`config.mk`:
```
export PLATFORM = sky130hd
export DESIGN_NAME = arp_cache_table
export DESIGN_NICKNAME = d
export VERILOG_FILES = /design/src/sv/arp_pkg.sv /design/src/sv/arp_cache_table.sv /design/src/sv/arp_cell.sv
export SDC_FILE = /design/constraint.sdc
export NUM_CORES = 2
export LEC_CHECK = 0
export BUFFER_PORTS_ARGS = -buffer_cell sky130_fd_sc_hd__buf_2
export CAP_MARGIN = 20
export CORE_MARGIN = 2
export CORE_UTILIZATION = 58
export DETAILED_ROUTE_END_ITERATION = 10
export PLACE_DENSITY = 0.85
export SETUP_SLACK_MARGIN = 0.5
export SLEW_MARGIN = 20
export SYNTH_ARGS = -nofsm -noshare
export SYNTH_HDL_FRONTEND = slang
export SYNTH_HIERARCHICAL = 1
export SYNTH_SLANG_ARGS = --single-unit
```
`constraint.sdc`:
```
create_clock -name clk -period 29.7 [get_ports clk]
set_input_delay 2.97 -clock clk [delete_from_list [all_inputs] [get_ports clk]]
set_output_delay 2.97 -clock clk [all_outputs]
set_load 0.1 [all_outputs]
```
`src/sv/arp_pkg.sv`:
```
// arp_pkg: item, scan token and write command types for the arp cache table
// no dependencies; imported by arp_cell, arp_cache_table and the testbench
package arp_pkg;

  localparam int IP_W  = 32;
  localparam int MAC_W = 48;

  // request item
  typedef struct packed {
    logic             mode;
    logic [IP_W-1:0]  ip_addr;
    logic [MAC_W-1:0] mac_in;
  } in_t;

  // response item
  typedef struct packed {
    logic             hit;
    logic [MAC_W-1:0] mac_out;
  } out_t;

  // item operation codes
  localparam logic MODE_LOOKUP = 1'b0;
  localparam logic MODE_ADD    = 1'b1;

  // search token that walks down the chain of cells
  typedef struct packed {
    logic             active;
    logic [IP_W-1:0]  ip;
    logic             found;
    logic [MAC_W-1:0] mac;
    logic             empty_found;
  } tok_t;

  // which cell takes a write
  typedef enum logic [1:0] {
    WR_HIT,
    WR_EMPTY,
    WR_PTR
  } wr_sel_t;

  // write command broadcast to all cells
  typedef struct packed {
    logic             en;
    wr_sel_t          sel;
    logic [IP_W-1:0]  ip;
    logic [MAC_W-1:0] mac;
  } wr_t;

  // control states of the top level
  typedef enum logic [1:0] {
    ST_IDLE,
    ST_SCAN,
    ST_FINISH
  } state_t;

endpackage

```
`src/sv/arp_cache_table.sv`:
```
// arp_cache_table: ipv4 to mac table built as a chain of ENTRIES cells
// a lookup passes the token register of every cell, then the result register, then the response register
// a new item is taken only in idle, after the token of the last one has walked the cell chain
// the response register lets the next item enter while a result waits
// reset clears all valid bits, the replacement pointer and all control state at once
module arp_cache_table import arp_pkg::*; #(
  parameter int ENTRIES = 8
) (
  input  logic clk,
  input  logic rst,
  input  logic req_valid,
  output logic req_stall,
  input  in_t  req,
  output logic rsp_valid,
  input  logic rsp_stall,
  output out_t rsp
);

  localparam int IDX_W = (ENTRIES > 1) ? $clog2(ENTRIES) : 1;

  state_t           state;
  state_t           state_next;
  in_t              item;
  logic             res_found;
  logic             res_empty;
  logic [MAC_W-1:0] res_mac;
  logic [IDX_W-1:0] ptr;
  logic [IDX_W-1:0] ptr_next;
  logic [IDX_W-1:0] ptr_bcast;
  logic             accept;
  logic             load_rsp;
  logic             finish_add;
  wr_t              wr;
  tok_t             tok [ENTRIES+1];

  assign accept = req_valid && !req_stall;

  // token injected into the head of the chain on accept
  always_comb begin
    tok[0].active      = accept;
    tok[0].ip          = req.ip_addr;
    tok[0].found       = 1'b0;
    tok[0].mac         = '0;
    tok[0].empty_found = 1'b0;
  end

  // chain of slot cells
  for (genvar i = 0; i < ENTRIES; i++) begin : g_cell
    arp_cell #(
      .IDX_W (IDX_W),
      .IDX   (i)
    ) u_cell (
      .clk     (clk),
      .rst     (rst),
      .tok_in  (tok[i]),
      .tok_out (tok[i+1]),
      .wr      (wr),
      .ptr     (ptr_bcast)
    );
  end

  // next state
  always_comb begin
    state_next = state;
    case (state)
      ST_IDLE: begin
        if (accept) state_next = ST_SCAN;
      end
      ST_SCAN: begin
        if (tok[ENTRIES].active) state_next = ST_FINISH;
      end
      ST_FINISH: begin
        if (item.mode == MODE_ADD || !rsp_valid || !rsp_stall) state_next = ST_IDLE;
      end
      default: state_next = ST_IDLE;
    endcase
  end

  always_ff @(posedge clk) begin
    if (rst) begin
      state <= ST_IDLE;
    end else begin
      state <= state_next;
    end
  end

  // advanced replacement pointer, wrapping at the table size
  assign ptr_next = (ptr == IDX_W'(ENTRIES - 1)) ? '0 : IDX_W'(ptr + 1'b1);

  // state outputs: stall, write command, response load
  always_comb begin
    req_stall  = (state != ST_IDLE);
    finish_add = (state == ST_FINISH) && (item.mode == MODE_ADD);
    load_rsp   = (state == ST_FINISH) && (item.mode == MODE_LOOKUP) &&
                 (!rsp_valid || !rsp_stall);
    wr.en      = finish_add;
    wr.ip      = item.ip_addr;
    wr.mac     = item.mac_in;
    if (res_found) begin
      wr.sel = WR_HIT;
    end else if (res_empty) begin
      wr.sel = WR_EMPTY;
    end else begin
      wr.sel = WR_PTR;
    end
    ptr_bcast = (wr.sel == WR_PTR) ? ptr_next : ptr;
  end

  // item capture and search result from the chain tail
  always_ff @(posedge clk) begin
    if (accept) begin
      item <= req;
    end
    if (state == ST_SCAN && tok[ENTRIES].active) begin
      res_found <= tok[ENTRIES].found;
      res_empty <= tok[ENTRIES].empty_found;
      res_mac   <= tok[ENTRIES].mac;
    end
  end

  // replacement pointer moves only when a full table replaces a slot
  always_ff @(posedge clk) begin
    if (rst) begin
      ptr <= '0;
    end else if (finish_add && wr.sel == WR_PTR) begin
      ptr <= ptr_next;
    end
  end

  // response register
  always_ff @(posedge clk) begin
    if (rst) begin
      rsp_valid <= 1'b0;
    end else if (load_rsp) begin
      rsp_valid <= 1'b1;
    end else if (!rsp_stall) begin
      rsp_valid <= 1'b0;
    end
  end

  always_ff @(posedge clk) begin
    if (load_rsp) begin
      rsp.hit     <= res_found;
      rsp.mac_out <= res_mac;
    end
  end

`ifndef ASSERT_OFF
  // the token reaches the tail only while a scan is in progress
  a_tail_in_scan: assert property (@(posedge clk) disable iff (rst)
    tok[ENTRIES].active |-> state == ST_SCAN)
    else $error("search token at chain tail outside scan");

  // a miss always carries a zero mac
  a_miss_zero: assert property (@(posedge clk) disable iff (rst)
    rsp_valid && !rsp.hit |-> rsp.mac_out == '0)
    else $error("miss response with nonzero mac");

  // pointer moves only on a replacing add
  a_ptr_move: assert property (@(posedge clk) disable iff (rst)
    ptr != $past(ptr) |-> $past(finish_add) && !$past(res_found) && !$past(res_empty))
    else $error("replacement pointer moved without a replacement");

  // a finished lookup waits while the response register is stalled
  a_rsp_wait: assert property (@(posedge clk) disable iff (rst)
    state == ST_FINISH && item.mode == MODE_LOOKUP && rsp_valid && rsp_stall
    |=> state == ST_FINISH)
    else $error("lookup result dropped while response stalled");
`endif

endmodule

```
`src/sv/arp_cell.sv`:
```
// arp_cell: one table slot; checks the passing search token and takes writes
// depends on arp_pkg
module arp_cell import arp_pkg::*; #(
  parameter int IDX_W = 3,
  parameter int IDX   = 0
) (
  input  logic             clk,
  input  logic             rst,
  input  tok_t             tok_in,
  output tok_t             tok_out,
  input  wr_t              wr,
  input  logic [IDX_W-1:0] ptr
);

  logic             valid;
  logic [IP_W-1:0]  ip;
  logic [MAC_W-1:0] mac;
  logic             sel_hit;
  logic             sel_empty;
  logic             hit_here;
  logic             empty_here;
  logic             wr_here;
  tok_t             tok_next;

  // first valid match and first empty slot along the chain
  always_comb begin
    hit_here   = tok_in.active && !tok_in.found && valid && (ip == tok_in.ip);
    empty_here = tok_in.active && !tok_in.empty_found && !valid;
    tok_next   = tok_in;
    if (hit_here) begin
      tok_next.found = 1'b1;
      tok_next.mac   = mac;
    end
    if (empty_here) begin
      tok_next.empty_found = 1'b1;
    end
  end

  // token register toward the next cell, slot selection flags
  always_ff @(posedge clk) begin
    if (rst) begin
      tok_out.active <= 1'b0;
      sel_hit        <= 1'b0;
      sel_empty      <= 1'b0;
    end else begin
      tok_out <= tok_next;
      if (tok_in.active) begin
        sel_hit   <= hit_here;
        sel_empty <= empty_here;
      end
    end
  end

  // decide whether this slot takes the broadcast write
  always_comb begin
    case (wr.sel)
      WR_HIT:   wr_here = wr.en && sel_hit;
      WR_EMPTY: wr_here = wr.en && sel_empty;
      WR_PTR:   wr_here = wr.en && (ptr == IDX_W'(IDX));
      default:  wr_here = 1'b0;
    endcase
  end

  // slot contents; an update of a present address keeps its ip
  always_ff @(posedge clk) begin
    if (rst) begin
      valid <= 1'b0;
    end else if (wr_here) begin
      valid <= 1'b1;
    end
  end

  always_ff @(posedge clk) begin
    if (wr_here) begin
      mac <= wr.mac;
      if (wr.sel != WR_HIT) begin
        ip <= wr.ip;
      end
    end
  end

endmodule

```
# Word level (Yosys, flattened, before mapping)
# Cells that the tools add are included.
dict set report classes {
  add_sub_neg 1
  n_eq_ne 24
  mux 27
  bitwise_logic 1
  n_reduce_logical 110
}
# cell n
set op_table {}
lappend op_table {{$mux W48} 7}
lappend op_table {{$eq A32 B32 Y1} 8}
lappend op_table {{$logic_and A1 B1 Y1} 68}
lappend op_table {{$mux W49} 1}
lappend op_table {{$logic_not A1 Y1} 25}
lappend op_table {{$pmux W1 S3} 8}
lappend op_table {{$reduce_and A2 Y1} 8}
lappend op_table {{$eq A3 B3 Y1 const B} 5}
lappend op_table {{$mux W2} 5}
lappend op_table {{$eq A3 B2 Y1 const B} 2}
lappend op_table {{$mux W3} 2}
lappend op_table {{$pmux W2 S3} 1}
lappend op_table {{$eq A2 B1 Y1 const B} 2}
lappend op_table {{$eq A2 B2 Y1 const B} 2}
lappend op_table {{$logic_not A2 Y1} 2}
lappend op_table {{$ne A2 B1 Y1 const B} 2}
lappend op_table {{$ne A2 B2 Y1 const B} 2}
lappend op_table {{$reduce_bool A2 Y1} 2}
lappend op_table {{$add A3 B1 Y3 const B} 1}
lappend op_table {{$eq A3 B1 Y1 const B} 1}
lappend op_table {{$logic_not A3 Y1} 1}
lappend op_table {{$logic_or A1 B1 Y1} 3}
lappend op_table {{$mux W1} 3}
lappend op_table {{$reduce_and A3 Y1} 1}
lappend op_table {{$not A1 Y1} 1}
dict set report totals {
  ff_bits 1482
  inputBits 85
  out_inout_bits 51
}

# Longest topological paths before layout
dict set report logic_depth {
  depth_word 8
  mapped_depth 9
  depth_no_buf 9
}

# Modules after synthesis
# The synthesis kept the hierarchy.
# module instances cells_each area_each_um2 seq_area_each_um2
set modules_own_cells {}
lappend modules_own_cells {{arp_cell at g_cell[1].u_cell ...} 5 288 6074.6 4944.7}
lappend modules_own_cells {{arp_cell at g_cell[4].u_cell ...} 2 288 6072.1 4944.7}
lappend modules_own_cells {{arp_cell at g_cell[0].u_cell} 1 288 6073.3 4944.7}
lappend modules_own_cells {arp_cache_table 1 220 5760.5 5525.3}

# Least setup slack after synthesis
# No wires, ideal clock.
dict set report synth_timing {
  path_type {register to register}
  startpoint {register res_found}
  endpoint {register g_cell[0].u_cell.ip[0], enable pin}
  setup_ns 0.425
  arrival_time_ns 11.879
  t_required_ns 29.275
  path_slack_ns 17.396
  path_stages_with_launch 7
  path_buffers 0
  period_less_slack_ns 12.304
  path_cell_list {edfxtp_1 > nor2_1 > mux2_2 > nor4b_1 > a21oi_1 > a2111oi_0 > nor2b_1}
}
# element line
set synth_rtl {}
lappend synth_rtl {{start, declared} arp_cache_table.sv:24} ;# logic res_found;
lappend synth_rtl {{start signal, assigned} arp_cache_table.sv:115} ;# res_found <= tok[ENTRIES].found;
lappend synth_rtl {{end signal, assigned} arp_cell.sv:77} ;# ip <= wr.ip;
lappend synth_rtl {{end, declared} arp_cell.sv:16} ;# logic [IP_W-1:0] ip;

# Final worst setup path
dict set report layout_timing {
  startpoint {input port req_valid}
  endpoint {register g_cell[0].u_cell/tok_out[48] in the netlist's numbering (data pin)}
}
dict set report layout_between {
  elab_chain_cells 3
}
# element line
set layout_rtl {}
lappend layout_rtl {{start, declared} arp_cache_table.sv:11} ;# input logic req_valid,
lappend layout_rtl {{$logic_and A1 B1 Y1} arp_cache_table.sv:36} ;# assign accept = req_valid && !req_stall;
lappend layout_rtl {{via accept} arp_cache_table.sv:30} ;# logic accept;
lappend layout_rtl {{$logic_and A1 B1 Y1 (2 in series)} arp_cell.sv:27} ;# hit_here = tok_in.active && !tok_in.found && valid && (ip == tok_in.ip);
lappend layout_rtl {{end signal, assigned} arp_cell.sv:46} ;# tok_out <= tok_next;
lappend layout_rtl {{end, declared} arp_cell.sv:10} ;# output tok_t tok_out,
# The timed path passes the listed nets, and every way through them passes these cells.
# A chain may end at the register's enable or synchronous reset.

==> results.rst <==
.. list-table::
   :header-rows: 1

   * - Metric
     - Value
   * - Run status
     - complete, no violations
   * - Hold Path Depth
     - 0
   * - Commonest non-fill, non-tap cell in the layout
     - sky130_fd_sc_hd__edfxtp_1
   * - Routed wire length per instance
     - 25.1 um
   * - Commonest cells after routing, fill and taps aside
     - sky130_fd_sc_hd__edfxtp_1 (1,444), sky130_fd_sc_hd__mux2_2 (347), sky130_fd_sc_hd__xor2_1 (224), sky130_fd_sc_hd__clkbuf_16 (141), sky130_fd_sc_hd__buf_2 (135)
   * - Number of cells upsized or downsized after cts
     - 0
   * - Half-perimeter wire length after placement
     - 58.6 mm
   * - Signal arrival time at the worst endpoint
     - 5700 ps
   * - Share of the cycle needed by the critical path after routing
     - 17.2%
   * - Routability congestion estimate from global placement
     - 0.787
   * - Transition time at the pin with the least slew margin
     - 1040 ps
   * - CP startpoint
     - req_valid
   * - Initial antenna violation count
     - 0
   * - Maximum buffer depth of the clock tree
     - 3
   * - Hold Worst Slack
     - 414 ps
   * - Final Cell Area
     - 60,300 um^2
   * - Power per standard cell area
     - 70.7 nW/um^2
   * - Setup-failing EPs final
     - 0
   * - Met1 wire length
     - 40.1 mm
   * - Class of the most critical setup path
     - primary input to flop
   * - Starting utilization of the core area
     - 58.4%
   * - Launch point of the worst hold path
     - res_mac[27]
   * - Area added between synthesis and finish
     - 13.0%
   * - Min-Delay Endpoint
     - rsp[27]
   * - Routed length on met3
     - 6.77 mm
   * - TritonCTS clock tree
     - built
   * - Number of nets with antenna violations after detailed routing
     - 0
   * - Routed WL
     - 103 mm
   * - Count of H-tree levels built during CTS
     - 4
   * - Inserted Clock Buffers
     - 139
   * - Reported max-cap violation count
     - 0
   * - Die boundary height
     - 307 um
   * - Overall power consumption
     - 4260 uW
   * - All-Layer GR Usage
     - 22.2%
   * - Number of vias per cell after detailed routing
     - 5.82
   * - Shortest period the worst path allows
     - 5100 ps
   * - Number of nets at the end of the flow
     - 2,939
   * - Internal reg-to-reg setup slack
     - 25,360 ps
   * - TritonRoute pass-1 iters
     - 7
   * - Number of global-route vias before repair
     - 25,200
   * - Overall die area
     - 94,500 um^2
   * - Critical Path Fanout Max
     - 50
   * - Peak supply drop
     - 0.0609 mV
   * - Maximum number of pins on one net before global-route repair
     - 64
   * - Unrepaired setup endpoints after global routing
     - false
   * - Final-report max-slew violation count
     - 0
   * - Cells after Synth
     - 2,492
   * - Fraction of final layout cells sized beyond drive strength 1
     - 26.6%
   * - Number of warnings reported in the yosys synthesis log
     - 6
   * - Total DRC errors in the routed layout
     - 0
   * - Highest routed metal layer
     - met4
   * - I/O Buffers
     - 135
   * - Avg Cell Area, Syn
     - 21.4 um^2
   * - Capture point of the worst reg-to-reg path
     - g_cell[1].u_cell/ip[23]
   * - Register-to-Register Path Depth
     - 8
   * - Reg2Reg Launch Point
     - res_found
   * - First-iteration detailed-routing DRC count
     - 2,315
   * - Met2 layer wire length in the routed design
     - 53.2 mm
   * - Count of final hold-check violations
     - 0
   * - Std-Cell Rows
     - 111
   * - Clock slew at reported path FFs
     - 60 ps
   * - Area of the core region
     - 91,400 um^2
   * - Class of the worst hold path
     - flop to flop
   * - Number of ports placed on the die boundary
     - 136
   * - Area after DPL
     - 55,700 um^2
   * - Chip width
     - 307 um
   * - Sort of element at the end of the critical path
     - flop
   * - Number of buffers added to fix hold violations after cts
     - 0
   * - Highest achievable clock rate
     - 0.196 GHz
   * - Slew HR
     - 30.4%
   * - Setup bufs post-CTS
     - 0
   * - GRT Residual Overflow
     - 0
   * - Critical Path Source Type
     - primary input
   * - Clock latency at the later pin of the worst-skew pair
     - 750 ps
   * - Filler cell count
     - 5,359
   * - Post-Syn Area
     - 53,400 um^2
   * - Worst-case clock skew
     - 40.9 ps
   * - Ant diodes
     - 0
   * - Data required time of the worst path
     - 30,300 ps
   * - Static leakage power
     - 0.0203 uW
   * - Clock Sinks
     - 1,482
   * - Wire length of the first global-routing pass
     - 155 mm
   * - Accumulated negative setup slack
     - 0 ps
   * - Clock root buffer master
     - sky130_fd_sc_hd__clkbuf_16
   * - Via count
     - 24,000
worst max-delay path by stage:
stage                                              end  slack, ps  depth (start not counted)
after floorplan                 g_cell[0].u_cell/ip[0]      17400                          6
after global placement     g_cell[0].u_cell/tok_out[9]      23920                          9
after detailed placement  g_cell[0].u_cell/tok_out[45]      23820                          9
after CTS                 g_cell[0].u_cell/tok_out[48]      24580                          9
after global routing      g_cell[0].u_cell/tok_out[30]      24520                          9
final                     g_cell[0].u_cell/tok_out[48]      24600                          9
power by group:
part / switching, uW / leakage (uW) / total (uW) / internal [uW]
Clock: 751 / 0.00223 / 1770 / 1010
Combinational: 50.9 / 0.00425 / 87.8 / 36.9
Sequential: 46.0 / 0.0138 / 2410 / 2370
Total: 848 / 0.0203 / 4260 / 3420
layer usage:
layer / vias up / track usage, %
li1: 10300 / -
met1: 12400 / 28.4
met2: 1028 / 38.4
met3: 225 / 3.96
met4: 0 / 8.12
met5: - / 0
critical path, cell delays in order:
cell                      delay, ps
sky130_fd_sc_hd__buf_2           80
sky130_fd_sc_hd__inv_1           70
sky130_fd_sc_hd__nor2_4         100
sky130_fd_sc_hd__buf_4          550
sky130_fd_sc_hd__nand2_1        170
sky130_fd_sc_hd__or4_4          500
sky130_fd_sc_hd__nor3_4         190
sky130_fd_sc_hd__buf_4          700
sky130_fd_sc_hd__mux2_2         330
cell type report:
class                           instances  area (um^2)  area share (%)
Clock buffer                          174         3690            6.12
Tap cell                             1186         1480            2.46
Multi-Input combinational cell        982         9010            14.9
Clock inverter                         80          868            1.44
Timing Repair Buffer                  176          996            1.65
Inverter                               39          155           0.257
Sequential cell                      1482        44100            73.1
registers in the layout, summed over array words and instances (netlist names):
signal and count:
ptr 3, g_cell.u_cell/mac 384, g_cell.u_cell/tok_out 632, item 81, rsp 49, res_mac 48, res_found 1, state 2
g_cell.u_cell/sel_empty 8, rsp_valid 1, g_cell.u_cell/valid 8, res_empty 1, g_cell.u_cell/sel_hit 8, g_cell.u_cell/ip 256
through the flow:
stage	setup slack [ps]	utilization (%)	std cells
6_report	24600	66.0	4119
5_1_grt	24520	66.0	4119
4_1_cts	24580	66.0	4118
3_5_place_dp	23820	61.0	3864
3_3_place_gp	23920	61.0	3864
2_1_floorplan	17400	-	2543
Note: power is estimated with default switching activity, not from simulation.
